$ cat config.mk
export PLATFORM = sky130hd
export DESIGN_NAME = countdown_timer_pool
export DESIGN_NICKNAME = d
export VERILOG_FILES = /design/src/ctp_pkg.sv /design/src/ctp_tick_mem.sv /design/src/ctp_ctrl.sv /design/src/countdown_timer_pool.sv
export SDC_FILE = /design/constraint.sdc
export NUM_CORES = 1
export LEC_CHECK = 0
export BUFFER_PORTS_ARGS = -buffer_cell sky130_fd_sc_hd__buf_2
export CAP_MARGIN = 20
export CORE_MARGIN = 2
export CORE_UTILIZATION = 62
export DETAILED_ROUTE_END_ITERATION = 8
export PLACE_DENSITY = 0.79
export REMOVE_ABC_BUFFERS = 1
export SLEW_MARGIN = 20
export SYNTH_ARGS = -nofsm -noshare
export SYNTH_HDL_FRONTEND = slang
export SYNTH_HIERARCHICAL = 1
export SYNTH_SLANG_ARGS = --single-unit
$ cat constraint.sdc
create_clock -name clk_i -period 7.5 [get_ports clk_i]
set_input_delay 0 -clock clk_i [delete_from_list [all_inputs] [get_ports clk_i]]
set_output_delay 0 -clock clk_i [all_outputs]
set_load 0.05 [all_outputs]
$ cat src/ctp_pkg.sv
// Shared types and constants for the countdown timer pool.
// Used by ctp_tick_mem, ctp_ctrl, countdown_timer_pool and the testbench; depends on nothing.
package ctp_pkg;

  localparam int TICKS_W     = 32;
  localparam int HANDLE_W    = 4;
  localparam int CMD_W       = 2;
  localparam int KIND_W      = 2;
  localparam int STATUS_W    = 2;
  localparam int MAX_SLOTS   = 16;
  localparam int SLOTS_DEF   = 16;
  localparam int IN_DATA_W   = 40;
  localparam int OUT_DATA_W  = 8;

  localparam logic [CMD_W-1:0] CMD_CREATE = 2'd0;
  localparam logic [CMD_W-1:0] CMD_CANCEL = 2'd1;
  localparam logic [CMD_W-1:0] CMD_TICK   = 2'd2;

  localparam logic [KIND_W-1:0] KIND_CREATE = 2'd0;
  localparam logic [KIND_W-1:0] KIND_CANCEL = 2'd1;
  localparam logic [KIND_W-1:0] KIND_EXPIRE = 2'd2;
  localparam logic [KIND_W-1:0] KIND_IDLE   = 2'd3;

  localparam logic [STATUS_W-1:0] ST_OK       = 2'd0;
  localparam logic [STATUS_W-1:0] ST_FULL     = 2'd1;
  localparam logic [STATUS_W-1:0] ST_INACTIVE = 2'd2;

  typedef struct packed {
    logic [KIND_W-1:0]   kind;
    logic [STATUS_W-1:0] status;
    logic [HANDLE_W-1:0] handle;
    logic                last;
  } result_t;

endpackage

$ cat src/ctp_tick_mem.sv
// Remaining-tick store: one write port, one read port, registered read data.
// Depends on ctp_pkg for the tick count width and the default depth.
module ctp_tick_mem #(
  parameter int DEPTH  = ctp_pkg::SLOTS_DEF,
  parameter int ADDR_W = 4
) (
  input  logic                        clk_i,
  input  logic                        we_i,
  input  logic [ADDR_W-1:0]           waddr_i,
  input  logic [ctp_pkg::TICKS_W-1:0] wdata_i,
  input  logic                        re_i,
  input  logic [ADDR_W-1:0]           raddr_i,
  output logic [ctp_pkg::TICKS_W-1:0] rdata_o
);

  logic [ctp_pkg::TICKS_W-1:0] mem [DEPTH];
  logic [ctp_pkg::TICKS_W-1:0] rdata_q;

  always_ff @(posedge clk_i) begin
    if (we_i) begin
      mem[waddr_i] <= wdata_i;
    end
  end

  // Read data holds while no read is issued, so the walker can stall.
  always_ff @(posedge clk_i) begin
    if (re_i) begin
      rdata_q <= mem[raddr_i];
    end
  end

  assign rdata_o = rdata_q;

endmodule

$ cat src/ctp_ctrl.sv
// Command sequencer: slot valid bits, create/cancel handling, the tick walk
// over the tick store, and the result register. Depends on ctp_pkg.
module ctp_ctrl #(
  parameter int USED_SLOTS = ctp_pkg::SLOTS_DEF,
  parameter int IDX_W      = 4
) (
  input  logic                          clk_i,
  input  logic                          rst_ni,
  input  logic                          in_valid_i,
  output logic                          in_ready_o,
  input  logic [ctp_pkg::CMD_W-1:0]     in_cmd_i,
  input  logic [ctp_pkg::TICKS_W-1:0]   in_ticks_i,
  input  logic [ctp_pkg::HANDLE_W-1:0]  in_target_i,
  output logic                          out_valid_o,
  input  logic                          out_ready_i,
  output ctp_pkg::result_t              out_res_o,
  output logic                          mem_we_o,
  output logic [IDX_W-1:0]              mem_waddr_o,
  output logic [ctp_pkg::TICKS_W-1:0]   mem_wdata_o,
  output logic                          mem_re_o,
  output logic [IDX_W-1:0]              mem_raddr_o,
  input  logic [ctp_pkg::TICKS_W-1:0]   mem_rdata_i
);

  localparam int CNT_W = $clog2(USED_SLOTS + 1);
  localparam logic [CNT_W-1:0] LAST_CNT = CNT_W'(USED_SLOTS);
  localparam logic [ctp_pkg::HANDLE_W:0] USED_LIM = (ctp_pkg::HANDLE_W + 1)'(USED_SLOTS);

  typedef enum logic [1:0] {
    S_IDLE,
    S_WALK,
    S_FLUSH
  } state_e;

  state_e                  state_q, state_d;
  logic [USED_SLOTS-1:0]   active_q, active_d;
  logic [CNT_W-1:0]        rd_cnt_q, rd_cnt_d;
  logic                    ev_v_q, ev_v_d;
  logic [IDX_W-1:0]        ev_idx_q, ev_idx_d;
  logic                    pend_v_q, pend_v_d;
  logic [IDX_W-1:0]        pend_idx_q, pend_idx_d;
  logic                    out_v_q, out_v_d;
  ctp_pkg::result_t        out_q, out_d;

  logic                    out_free;
  logic                    accept;
  logic                    free_found;
  logic [IDX_W-1:0]        free_idx;
  logic                    tgt_ok;
  logic                    ev_act;
  logic                    ev_expire;
  logic                    block;
  logic                    advance;

  assign out_free   = !out_v_q || out_ready_i;
  assign in_ready_o = (state_q == S_IDLE) && out_free;
  assign accept     = in_valid_i && in_ready_o;

  // Lowest-numbered free slot.
  always_comb begin
    free_found = 1'b0;
    free_idx   = '0;
    for (int i = USED_SLOTS - 1; i >= 0; i--) begin
      if (!active_q[i]) begin
        free_found = 1'b1;
        free_idx   = IDX_W'(i);
      end
    end
  end

  assign tgt_ok = ({1'b0, in_target_i} < USED_LIM) && active_q[in_target_i[IDX_W-1:0]];

  assign ev_act    = active_q[ev_idx_q];
  assign ev_expire = ev_act && (mem_rdata_i[ctp_pkg::TICKS_W-1:1] == '0);
  // An expiry can only be taken when the held one can move to the result register.
  assign block     = ev_v_q && ev_expire && pend_v_q && !out_free;
  assign advance   = !block;

  always_comb begin
    state_d     = state_q;
    active_d    = active_q;
    rd_cnt_d    = rd_cnt_q;
    ev_v_d      = ev_v_q;
    ev_idx_d    = ev_idx_q;
    pend_v_d    = pend_v_q;
    pend_idx_d  = pend_idx_q;
    out_v_d     = out_v_q && !out_ready_i;
    out_d       = out_q;
    mem_we_o    = 1'b0;
    mem_waddr_o = free_idx;
    mem_wdata_o = in_ticks_i;
    mem_re_o    = 1'b0;
    mem_raddr_o = rd_cnt_q[IDX_W-1:0];

    case (state_q)
      S_IDLE: begin
        if (accept) begin
          case (in_cmd_i)
            ctp_pkg::CMD_CREATE: begin
              out_v_d     = 1'b1;
              out_d.kind  = ctp_pkg::KIND_CREATE;
              out_d.last  = 1'b1;
              if (free_found) begin
                active_d[free_idx] = 1'b1;
                mem_we_o           = 1'b1;
                out_d.status       = ctp_pkg::ST_OK;
                out_d.handle       = ctp_pkg::HANDLE_W'(free_idx);
              end else begin
                out_d.status = ctp_pkg::ST_FULL;
                out_d.handle = '0;
              end
            end
            ctp_pkg::CMD_CANCEL: begin
              out_v_d      = 1'b1;
              out_d.kind   = ctp_pkg::KIND_CANCEL;
              out_d.last   = 1'b1;
              out_d.handle = in_target_i;
              if (tgt_ok) begin
                active_d[in_target_i[IDX_W-1:0]] = 1'b0;
                out_d.status = ctp_pkg::ST_OK;
              end else begin
                out_d.status = ctp_pkg::ST_INACTIVE;
              end
            end
            ctp_pkg::CMD_TICK: begin
              state_d  = S_WALK;
              rd_cnt_d = '0;
              ev_v_d   = 1'b0;
              pend_v_d = 1'b0;
            end
            default: begin
            end
          endcase
        end
      end

      S_WALK: begin
        // Evaluate the slot whose count the last issued read returned.
        if (ev_v_q && advance) begin
          mem_waddr_o = ev_idx_q;
          if (ev_expire) begin
            active_d[ev_idx_q] = 1'b0;
            if (pend_v_q) begin
              out_v_d      = 1'b1;
              out_d.kind   = ctp_pkg::KIND_EXPIRE;
              out_d.status = ctp_pkg::ST_OK;
              out_d.handle = ctp_pkg::HANDLE_W'(pend_idx_q);
              out_d.last   = 1'b0;
            end
            pend_v_d   = 1'b1;
            pend_idx_d = ev_idx_q;
          end else if (ev_act) begin
            mem_we_o    = 1'b1;
            mem_wdata_o = mem_rdata_i - ctp_pkg::TICKS_W'(1);
          end
        end
        // Issue the next read.
        if (advance) begin
          if (rd_cnt_q != LAST_CNT) begin
            mem_re_o = 1'b1;
            ev_v_d   = 1'b1;
            ev_idx_d = rd_cnt_q[IDX_W-1:0];
            rd_cnt_d = rd_cnt_q + CNT_W'(1);
          end else begin
            ev_v_d  = 1'b0;
            state_d = S_FLUSH;
          end
        end
      end

      S_FLUSH: begin
        if (out_free) begin
          out_v_d      = 1'b1;
          out_d.status = ctp_pkg::ST_OK;
          out_d.last   = 1'b1;
          if (pend_v_q) begin
            out_d.kind   = ctp_pkg::KIND_EXPIRE;
            out_d.handle = ctp_pkg::HANDLE_W'(pend_idx_q);
          end else begin
            out_d.kind   = ctp_pkg::KIND_IDLE;
            out_d.handle = '0;
          end
          pend_v_d = 1'b0;
          state_d  = S_IDLE;
        end
      end

      default: begin
        state_d = S_IDLE;
      end
    endcase
  end

  always_ff @(posedge clk_i or negedge rst_ni) begin
    if (!rst_ni) begin
      state_q  <= S_IDLE;
      active_q <= '0;
      rd_cnt_q <= '0;
      ev_v_q   <= 1'b0;
      pend_v_q <= 1'b0;
      out_v_q  <= 1'b0;
    end else begin
      state_q  <= state_d;
      active_q <= active_d;
      rd_cnt_q <= rd_cnt_d;
      ev_v_q   <= ev_v_d;
      pend_v_q <= pend_v_d;
      out_v_q  <= out_v_d;
    end
  end

  always_ff @(posedge clk_i) begin
    ev_idx_q   <= ev_idx_d;
    pend_idx_q <= pend_idx_d;
    out_q      <= out_d;
  end

  assign out_valid_o = out_v_q;
  assign out_res_o   = out_q;

endmodule

$ cat src/countdown_timer_pool.sv
// Countdown timer pool: top level, stream ports around ctp_ctrl and ctp_tick_mem.
// Create and cancel give their reply in the cycle after the request is taken.
// Tick: walks the tick store one slot per cycle through its single read port, unless an
// expiry waits for the result side; the next request is taken after the last result.
// One create or cancel is taken per cycle while the result side does not stall. Reset clears every slot to free;
// the tick store needs no clearing since a free slot's count is never used.
module countdown_timer_pool #(
  parameter int TIMER_SLOTS = ctp_pkg::SLOTS_DEF
) (
  input  logic                            clk_i,
  input  logic                            rst_ni,
  input  logic                            s_axis_tvalid,
  output logic                            s_axis_tready,
  // tdata: start_ticks [31:0], target_handle [35:32], zero fill [39:36]
  input  logic [ctp_pkg::IN_DATA_W-1:0]   s_axis_tdata,
  // tuser: command
  input  logic [ctp_pkg::CMD_W-1:0]       s_axis_tuser,
  output logic                            m_axis_tvalid,
  input  logic                            m_axis_tready,
  // tdata: status [1:0], slot_handle [5:2], zero fill [7:6]
  output logic [ctp_pkg::OUT_DATA_W-1:0]  m_axis_tdata,
  // tuser: result_kind
  output logic [ctp_pkg::KIND_W-1:0]      m_axis_tuser,
  output logic                            m_axis_tlast
);

  localparam int USED_SLOTS = (TIMER_SLOTS < ctp_pkg::MAX_SLOTS) ? TIMER_SLOTS
                                                                  : ctp_pkg::MAX_SLOTS;
  localparam int IDX_W = (USED_SLOTS > 1) ? $clog2(USED_SLOTS) : 1;

  logic                        mem_we;
  logic [IDX_W-1:0]            mem_waddr;
  logic [ctp_pkg::TICKS_W-1:0] mem_wdata;
  logic                        mem_re;
  logic [IDX_W-1:0]            mem_raddr;
  logic [ctp_pkg::TICKS_W-1:0] mem_rdata;
  ctp_pkg::result_t            res;

  ctp_ctrl #(
    .USED_SLOTS (USED_SLOTS),
    .IDX_W      (IDX_W)
  ) u_ctrl (
    .clk_i       (clk_i),
    .rst_ni      (rst_ni),
    .in_valid_i  (s_axis_tvalid),
    .in_ready_o  (s_axis_tready),
    .in_cmd_i    (s_axis_tuser),
    .in_ticks_i  (s_axis_tdata[ctp_pkg::TICKS_W-1:0]),
    .in_target_i (s_axis_tdata[ctp_pkg::TICKS_W +: ctp_pkg::HANDLE_W]),
    .out_valid_o (m_axis_tvalid),
    .out_ready_i (m_axis_tready),
    .out_res_o   (res),
    .mem_we_o    (mem_we),
    .mem_waddr_o (mem_waddr),
    .mem_wdata_o (mem_wdata),
    .mem_re_o    (mem_re),
    .mem_raddr_o (mem_raddr),
    .mem_rdata_i (mem_rdata)
  );

  ctp_tick_mem #(
    .DEPTH  (USED_SLOTS),
    .ADDR_W (IDX_W)
  ) u_tick_mem (
    .clk_i   (clk_i),
    .we_i    (mem_we),
    .waddr_i (mem_waddr),
    .wdata_i (mem_wdata),
    .re_i    (mem_re),
    .raddr_i (mem_raddr),
    .rdata_o (mem_rdata)
  );

  assign m_axis_tdata = {2'b00, res.handle, res.status};
  assign m_axis_tuser = res.kind;
  assign m_axis_tlast = res.last;

endmodule

==> key figures, run 1 <==
Status
  • Status: finished with violations
  • Violated checks: negative hold slack

Synthesis
  • Syn_area_per_cell: between 15 and 20 µm²
  • Yosys top cell area share: between 60% and 70%
  • Cell taking the most area after synthesis: edfxtp_1
  • Post-Syn Area: 0.0244 mm²
  • Synth area leaders: edfxtp_1 69%, mux4_2 12%, dfrtp_1 2.7%, a22oi_1 2.1%, nand2_1 1.4%
  • Ys Warns: 6
  • Cell count after synthesis: between 1000 and 1500
  • Top_reg_cell synth: edfxtp_1
  • Post-synthesis sequential area ratio: 71.8%
  • Post-synthesis cell type count: 67
  • Synthesized flop and latch total: between 500 and 600
  • Async SR Flop Fraction: 4.43%
  • Post-synth EDFFs: 561

Power and ir drop
  • Leakage Power: slightly below 9 nW
  • Sequential share of power: between 40% and 50%
  • Switch share: 32.2%
  • Power Internal: 0.00681 W
  • Pwr Density: 364 mW/mm²
  • Worst IR Drop VDD: ~0.28 mV
  • Clock share of power: 27.7%
  • Combinational power share: 28.4%
  • NetSw: approximately 0.0032 W

Route
  • Via count: 13900
  • Wire length on met3: 6.23 mm
  • Routed WL: 57.6 mm
  • Avg WL per Cell: around 28 µm
  • Routed vias/inst: 6.84
  • DR pass1 iterations: 8
  • Wl on met1: 20.8 mm
  • Max Used Layer: met4
  • Antenna-violating nets left: 0
  • Initial detailed-routing violation count: 1704
  • Met2 WL: 28.3 mm
  • Drc violations: 0

Floorplan
  • IO Pins: 59
  • Die height: 202 µm
  • Initial Utilization: 62.9%
  • Core area: 0.0387 mm²
  • Die X: 202 µm
  • Num rows: 72
  • Die area: 0.0409 mm²

Final layout
  • FF+latch area: 0.0175 mm²
  • Area Overhead vs Synth: 13.4%
  • Fraction of layout cells with a size suffix above 1: 23.6%
  • Multi-input gate area: ~0.0066 mm²
  • Number of nets in the layout: 1517
  • Fillcell total: about 2300
  • Diodes inserted: 0

GRT
  • Number of antenna violations at the first check in global routing: 0
  • First-pass GRT wire length: 86.3 mm
  • Largest net degree at the start of global routing: 103
  • GR Overflow Total: 0
  • Number of global-route vias before repair: 14000
  • All-layer global routing usage: about 29%

Placed design
  • Placement Setup Slack: 2490 ps
  • Final HPWL DP: 32.1 mm
  • Routability Congestion: between 0.9 and 1
  • Buffers on Ports: 52

Timing
  • Max-slew violations: 0
  • Final worst-path cycle share: between 60% and 70%
  • Setup WS post-layout: 2390 ps
  • Clock Skews: approximately 25 ps
  • Final setup fails: 0
  • Fin Hold WS: -11.7 ps
  • Max frequency: slightly below 200 MHz
  • Slew Limit Headroom: 18.6%
  • Fin crit period: 5110 ps
  • RSZ-0062 raised after global routing: no
  • Setup TNS: 0 ps
  • Final Hold Vio Count: 18
  • Pin slew with the least headroom to its limit: 1220 ps

Clocking
  • TritonCTS clock tree: yes
  • Clk sinks: slightly below 600
  • Root Driver: clkbuf_16
  • Post-CTS resize count: 0
  • Worst skew pair latency: 610 ps
  • Max clock buf depth: 3
  • H-tree Lvls: 2
  • CTS buffer count: 56
  • Clock slew seen by the registers of the worst setup and hold paths: 60 ps

Run
  • Reported max-cap violation count: 0

Setup path
  • Critical-path cell list: or4_1 -> or4_1 -> nor3_4 -> nand4_1 -> nand3_1 -> mux2_2 -> nand3b_1 -> nor2_4 -> buf_4
  • Worst setup EP type: flip-flop
  • CP required: 7770 ps
  • Largest stage delay, worst path: 760 ps
  • CP Launch Type: flip-flop
  • Crit Path Class: reg2reg
  • Worst Path Buf+Inv: 1
  • CP max stage cell: nor2_4
  • Worst path top cell family by delay: simple AND/OR/NAND/NOR gates
  • Cell mode on critical path: or4_1
  • Worst-path maximum fanout: 17
  • Worst path arrival time: 5380 ps

Hold path
  • Worst hold path class: in2reg
-- cells in the mapped netlist (6+ instances only) --
cell type / number
a2bb2oi_1: 6
nand4_1: 9
a22oi_1: 68
inv_1: 19
nor2_1: 48
and3_1: 6
mux2i_1: 10
edfxtp_1: 561
mux4_2: 134
a31oi_1: 16
or3_1: 8
nor3_1: 25
buf_2: 8
ha_1: 8
or4_1: 11
o31ai_1: 6
a22o_1: 14
xnor2_1: 22
nand2b_1: 14
nand2_1: 90
o21ai_0: 54
nand3_1: 9
dfrtp_1: 26
buf_4: 15
a21oi_1: 14
and2_1: 6
clkbuf_1: 50
mux2_2: 8
buf_1: 11
nor2b_1: 10
nor4_1: 10
-- what timing repair did --
action	4_1_cts	5_1_grt
endpoints found under the hold margin	258	0
buffers inserted	0	0
hold buffers	26	0
-- cell usage in the layout, fill, tap and decap left out, types with 6 or more instances in the layout --
| master | n |
|---|---|
| nor2_4 | 13 |
| mux2_2 | 8 |
| ha_1 | 8 |
| inv_1 | 19 |
| a31oi_1 | 12 |
| or3_1 | 8 |
| nand3_1 | 8 |
| nor4_1 | 10 |
| a22o_1 | 14 |
| clkbuf_16 | 58 |
| clkinv_1 | 11 |
| xnor2_1 | 22 |
| nor2b_1 | 8 |
| dfrtp_1 | 24 |
| o31ai_1 | 6 |
| or4_1 | 11 |
| a21oi_1 | 14 |
| a22oi_1 | 68 |
| nand2_1 | 90 |
| buf_4 | 42 |
| nor3_1 | 21 |
| edfxtp_1 | 561 |
| dlygate4sd3_1 | 25 |
| clkbuf_1 | 18 |
| o21ai_0 | 50 |
| buf_2 | 52 |
| nand4_1 | 9 |
| mux2i_1 | 10 |
| nor2_1 | 35 |
| a2bb2oi_1 | 6 |
| mux4_2 | 134 |
| nand2b_1 | 14 |
-- registers in the layout, indices dropped and copies added (netlist names) --
name,count
u_tick_mem/mem,512
u_tick_mem/rdata_o,32
u_ctrl/active_q,16
u_ctrl/out_res_o,9
u_ctrl/rd_cnt_q,5
u_ctrl/ev_idx_q,4
u_ctrl/pend_idx_q,4
u_ctrl/state_q,2
u_ctrl/ev_v_q,1
u_ctrl/out_valid_o,1
u_ctrl/pend_v_q,1
-- layout make-up --
| type | count | share of cell area (%) |
|---|---|---|
| Clock buffer | 81 | 5.75 |
| Clock inverter | 23 | 0.792 |
| Inverter | 19 | 0.258 |
| Multi-Input combinational cell | 673 | 23.9 |
| Sequential cell | 587 | 63.3 |
| Tap cell | 518 | 2.35 |
| Timing Repair Buffer | 126 | 3.60 |
-- cell families after synthesis --
logic type                 Yosys count  synth area share (%)
buffers and inverters              103                  1.86
AOI/OAI and AO/OA                  210                  5.99
muxes                              152                  13.2
xor gates and xnor gates            26                 0.934
DFF                                587                  71.8
and+or+nand+nor                    275                  5.83
other                                1                0.0154
adders and majority gates            8                 0.411
-- through the flow --
stage,util (%),instance area [µm²],total power (W),std cells
2_1_floorplan,-,24000,0.00646,1279
3_3_place_gp,65.5,25400,0.00713,1892
3_5_place_dp,65.8,25500,0.00723,1896
4_1_cts,71.2,27600,0.0100,2026
5_1_grt,71.3,27600,0.0104,2027
6_report,71.3,27600,0.0100,2027
-- tightest hold or removal path, cell delays in order --
cell	delay, ps
buf_2	110
nor2_1	130
a31oi_2	140
-- final timing paths --
kind | start | to | slack [ps] | cells past startpoint
setup / recovery | u_tick_mem/rdata_o[10]$_DFFE_PP_ | u_tick_mem/mem[9][31]$_DFFE_PP_ | 2390 | 9
hold / removal | s_axis_tdata[22] | u_tick_mem/mem[0][22]$_DFFE_PP_ | -10 | 3
setup reg to reg | u_tick_mem/rdata_o[10]$_DFFE_PP_ | u_tick_mem/mem[9][31]$_DFFE_PP_ | 2390 | 9
hold reg to reg | u_ctrl/pend_idx_q[3]$_DFFE_PP_ | u_ctrl/out_res_o[4]$_DFFE_PP_ | 540 | 2
max in group asynchronous | rst_ni | u_ctrl/rd_cnt_q[0]$_DFFE_PN0P_ | 6870 | 4
min in group asynchronous | rst_ni | u_ctrl/active_q[9]$_DFFE_PN0P_ | 430 | 4
-- power groups by stage --
stage / logic [W] / registers, W / clock network (W)
floorplan: 0.00186 / 0.00460 / 0
global placement: 0.00267 / 0.00446 / 0
detailed placement: 0.00275 / 0.00448 / 0
CTS: 0.00280 / 0.00442 / 0.00280
global route: 0.00303 / 0.00445 / 0.00293
finish: 0.00285 / 0.00442 / 0.00278
-- routing by layer --
metal / track usage [%] / up-vias
li1: - / 5780
met1: 39.1 / 7007
met2: 46.0 / 918
met3: 5.50 / 150
met4: 12.5 / 0
met5: 0 / -
No activity file was read; power rests on OpenSTA's default activity.
==> run 2: changes to the inputs <==
Settings changed: CORE_UTILIZATION 62 to 56, PLACE_DENSITY 0.79 to 0.75.
Clock period 7.5 ns to 4.7 ns, I/O delays scaled along.
==> run 2 against run 1 <==
The run now ends clean. Clock skew up 28 ps. Core utilization decreased by 6.3 points. Count of clock-buffer cells in the layout shrank 14. Via count is 1.0% lower.
==> key figures, run 2 (synthesis results as in run 1) <==
Status
  • Status: finished clean (was finished with violations)

Setup path
  • CP required: 4970 ps (was 7770 ps)
  • Crit Path Class: reg2reg (unchanged)
  • Critical-path cell list: or4_1 -> or4_4 -> nor3_4 -> nand4_1 -> nand3_1 -> mux2_2 -> or3b_2 -> nor3_2 -> buf_4 (was or4_1 -> or4_1 -> nor3_4 -> nand4_1 -> nand3_1 -> mux2_2 -> nand3b_1 -> nor2_4 -> buf_4)
  • CP max stage cell: or4_1 (was nor2_4)
  • Reg-to-Reg End: u_tick_mem/mem[0][5]$_DFFE_PP_ (was u_tick_mem/mem[9][31]$_DFFE_PP_)
  • Largest stage delay, worst path: 710 ps (was 760 ps)
  • R2r setup slk: 280 ps (was 2390 ps)
  • CP Launch Type: flip-flop (unchanged)
  • R2R depth: 9 (unchanged)
  • Worst Path Buf+Inv: 1 (unchanged)
  • Worst path top cell family by delay: simple AND/OR/NAND/NOR gates (unchanged)
  • Worst path arrival time: 4700 ps (was 5380 ps)
  • Worst-path maximum fanout: 23 (was 17)
  • Worst setup EP type: flip-flop (unchanged)
  • R2r startpoint: u_tick_mem/rdata_o[3]$_DFFE_PP_ (was u_tick_mem/rdata_o[10]$_DFFE_PP_)

Hold path
  • Worst hold start: s_axis_tdata[9] (was s_axis_tdata[22])
  • Hold Path Cell Cnt: 4 (was 3)
  • Worst hold path class: in2reg (unchanged)
  • Hold path endpoint: u_tick_mem/mem[15][9]$_DFFE_PP_ (was u_tick_mem/mem[0][22]$_DFFE_PP_)

Power and ir drop
  • PnR Total Power: 0.0160 W (was 0.0100 W)
  • Pwr Density: 574 mW/mm² (was 364 mW/mm²)
  • Worst IR Drop VDD: 0.363 mV (was 0.278 mV)
  • Leakage Power: 9.05 nW (was 8.91 nW)

GRT
  • First-pass GRT wire length: 84.4 mm (was 86.3 mm)
  • Number of antenna violations at the first check in global routing: 1 (was 0)
  • GR Overflow Total: 0 (unchanged)
  • All-layer global routing usage: 25.6% (was 28.7%)
  • Number of global-route vias before repair: 13800 (was 14000)
  • Largest net degree at the start of global routing: 55 (was 103)

Timing
  • Setup TNS: 0 ps (unchanged)
  • Final worst-path cycle share: 94.1% (was 68.1%)
  • Fin crit period: 4420 ps (was 5110 ps)
  • Max-slew violations: 0 (unchanged)
  • Setup WS post-layout: 275 ps (was 2390 ps)
  • Max frequency: 226 MHz (was 196 MHz)
  • Clock Skews: 52.3 ps (was 24.6 ps)
  • Final setup fails: 0 (unchanged)
  • Slew Limit Headroom: 23.9% (was 18.6%)
  • Final Hold Vio Count: 0 (was 18)
  • Pin slew with the least headroom to its limit: 1140 ps (was 1220 ps)
  • RSZ-0062 raised after global routing: no (unchanged)

Final layout
  • Max FFs per register: 512 (unchanged)
  • Number of nets in the layout: 1547 (was 1517)
  • Area Overhead vs Synth: 14.6% (was 13.4%)
  • Fillcell total: 2848 (was 2277)
  • Final non-filler cell area: 0.0279 mm² (was 0.0276 mm²)
  • Largest reg by FF count: u_tick_mem/mem (unchanged)
  • Most common cell after layout, fill and taps aside: edfxtp_1 (unchanged)
  • Fraction of layout cells with a size suffix above 1: 24.9% (was 23.6%)
  • Highest-count cells in the layout ignoring fill and taps: 561 x edfxtp_1, 134 x mux4_2, 90 x nand2_1 (unchanged)

Clocking
  • Setup bufs post-CTS: 0 (unchanged)
  • Worst skew pair latency: 630 ps (was 610 ps)
  • Hold_buf cts: 35 (was 26)
  • Clk sinks: 587 (unchanged)
  • Post-CTS resize count: 0 (unchanged)
  • Clock slew seen by the registers of the worst setup and hold paths: 60 ps (about the same)
  • Root Driver: clkbuf_16 (unchanged)
  • CTS buffer count: 57 (was 56)
  • TritonCTS clock tree: yes (unchanged)
  • H-tree Lvls: 2 (unchanged)
  • Max clock buf depth: 3 (unchanged)

Route
  • Initial detailed-routing violation count: 1793 (was 1704)
  • Routed vias/inst: 6.46 (was 6.84)
  • Drc violations: 0 (unchanged)
  • DR pass1 iterations: 6 (was 8)
  • Routed WL: 56.3 mm (was 57.6 mm)
  • Antenna-violating nets left: 0 (unchanged)
  • Via count: 13700 (was 13900)
  • Avg WL per Cell: 26.5 µm (was 28.4 µm)

Run
  • Reported max-cap violation count: 0 (unchanged)

Floorplan
  • Die area: 0.0452 mm² (was 0.0409 mm²)
  • Core area: 0.0430 mm² (was 0.0387 mm²)
  • Num rows: 76 (was 72)
  • Initial Utilization: 56.7% (was 62.9%)
  • IO Pins: 59 (unchanged)
  • Die X: 213 µm (was 202 µm)
  • Die height: 213 µm (was 202 µm)

Placed design
  • Buffers on Ports: 52 (unchanged)
  • Final HPWL DP: 32.6 mm (was 32.1 mm)
  • Area after DPL: 0.0258 mm² (was 0.0255 mm²)
  • Placement Setup Slack: 345 ps (was 2490 ps)
  • Routability Congestion: 0.888 (was 0.906)
-- run 2: changes by cell type in the layout (fill, tap and decap cells not counted), sizes merged --
cell         previous run  this run
buf                   101       121
clkbuf                 81        67
clkinv                 17        25
clkinvlp                1         4
diode                   0         1
dlygate4sd3            25        34
inv                    20        21
-- run 2: how the worst max path moves through the flow --
| stage | slack, ps | cells past startpoint | endpoint | startpoint |
|---|---|---|---|---|
| floorplan | -2450 | 5 | u_tick_mem/rdata_o[0]$_DFFE_PP_ | u_ctrl/rd_cnt_q[0]$_DFFE_PN0P_ |
| global placement | 470 | 9 | u_tick_mem/mem[0][2]$_DFFE_PP_ | u_tick_mem/rdata_o[3]$_DFFE_PP_ |
| detailed placement | 340 | 9 | u_tick_mem/mem[0][5]$_DFFE_PP_ | u_tick_mem/rdata_o[3]$_DFFE_PP_ |
| CTS | 300 | 9 | u_tick_mem/mem[0][5]$_DFFE_PP_ | u_tick_mem/rdata_o[3]$_DFFE_PP_ |
| global route | 100 | 9 | u_tick_mem/mem[0][6]$_DFFE_PP_ | u_tick_mem/rdata_o[3]$_DFFE_PP_ |
| finish | 280 | 9 | u_tick_mem/mem[0][5]$_DFFE_PP_ | u_tick_mem/rdata_o[3]$_DFFE_PP_ |
-- run 2: report_power, final --
group          internal (W)  switching [W]
Sequential          0.00652       0.000523
Combinational       0.00181        0.00275
Clock               0.00249        0.00195
Total                0.0108        0.00523
-- run 2: area by class of cell --
class / instances / area [µm²] / share of cell area [%]
sequential: 587 / 17500 / 62.7
multi-input combinational: 673 / 6570 / 23.5
clock buffer: 67 / 1490 / 5.32
timing repair buffer: 155 / 1240 / 4.44
tap: 585 / 732 / 2.62
clock inverter: 35 / 330 / 1.18
inverter: 19 / 71.3 / 0.255
antenna: 1 / 2.50 / 0.00896
-- run 2: per-layer routing --
layer	vias up	track usage, %	wire length, µm
met5	-	0	0
met4	0	10.2	2030
met3	125	4.28	4560
met2	694	42.5	28200
met1	7053	34.4	21500
li1	5839	-	-
-- run 2: worst min-delay path, delay by kind of cell --
kind                   cells  cell delay [ps]
AO/OA/AOI/OAI              1               60
buffers and inverters      2              310
AND/OR/NAND/NOR            1              110
-- run 2: through the flow --
stage / hold slack, ps / std cells / util (%)
2_1_floorplan: -296 / 1279 / -
3_3_place_gp: 72.8 / 1984 / 60.0
3_5_place_dp: 84.6 / 1984 / 60.0
4_1_cts: 6.97 / 2121 / 65.0
5_1_grt: 41.5 / 2121 / 65.0
6_report: 43.9 / 2122 / 65.0
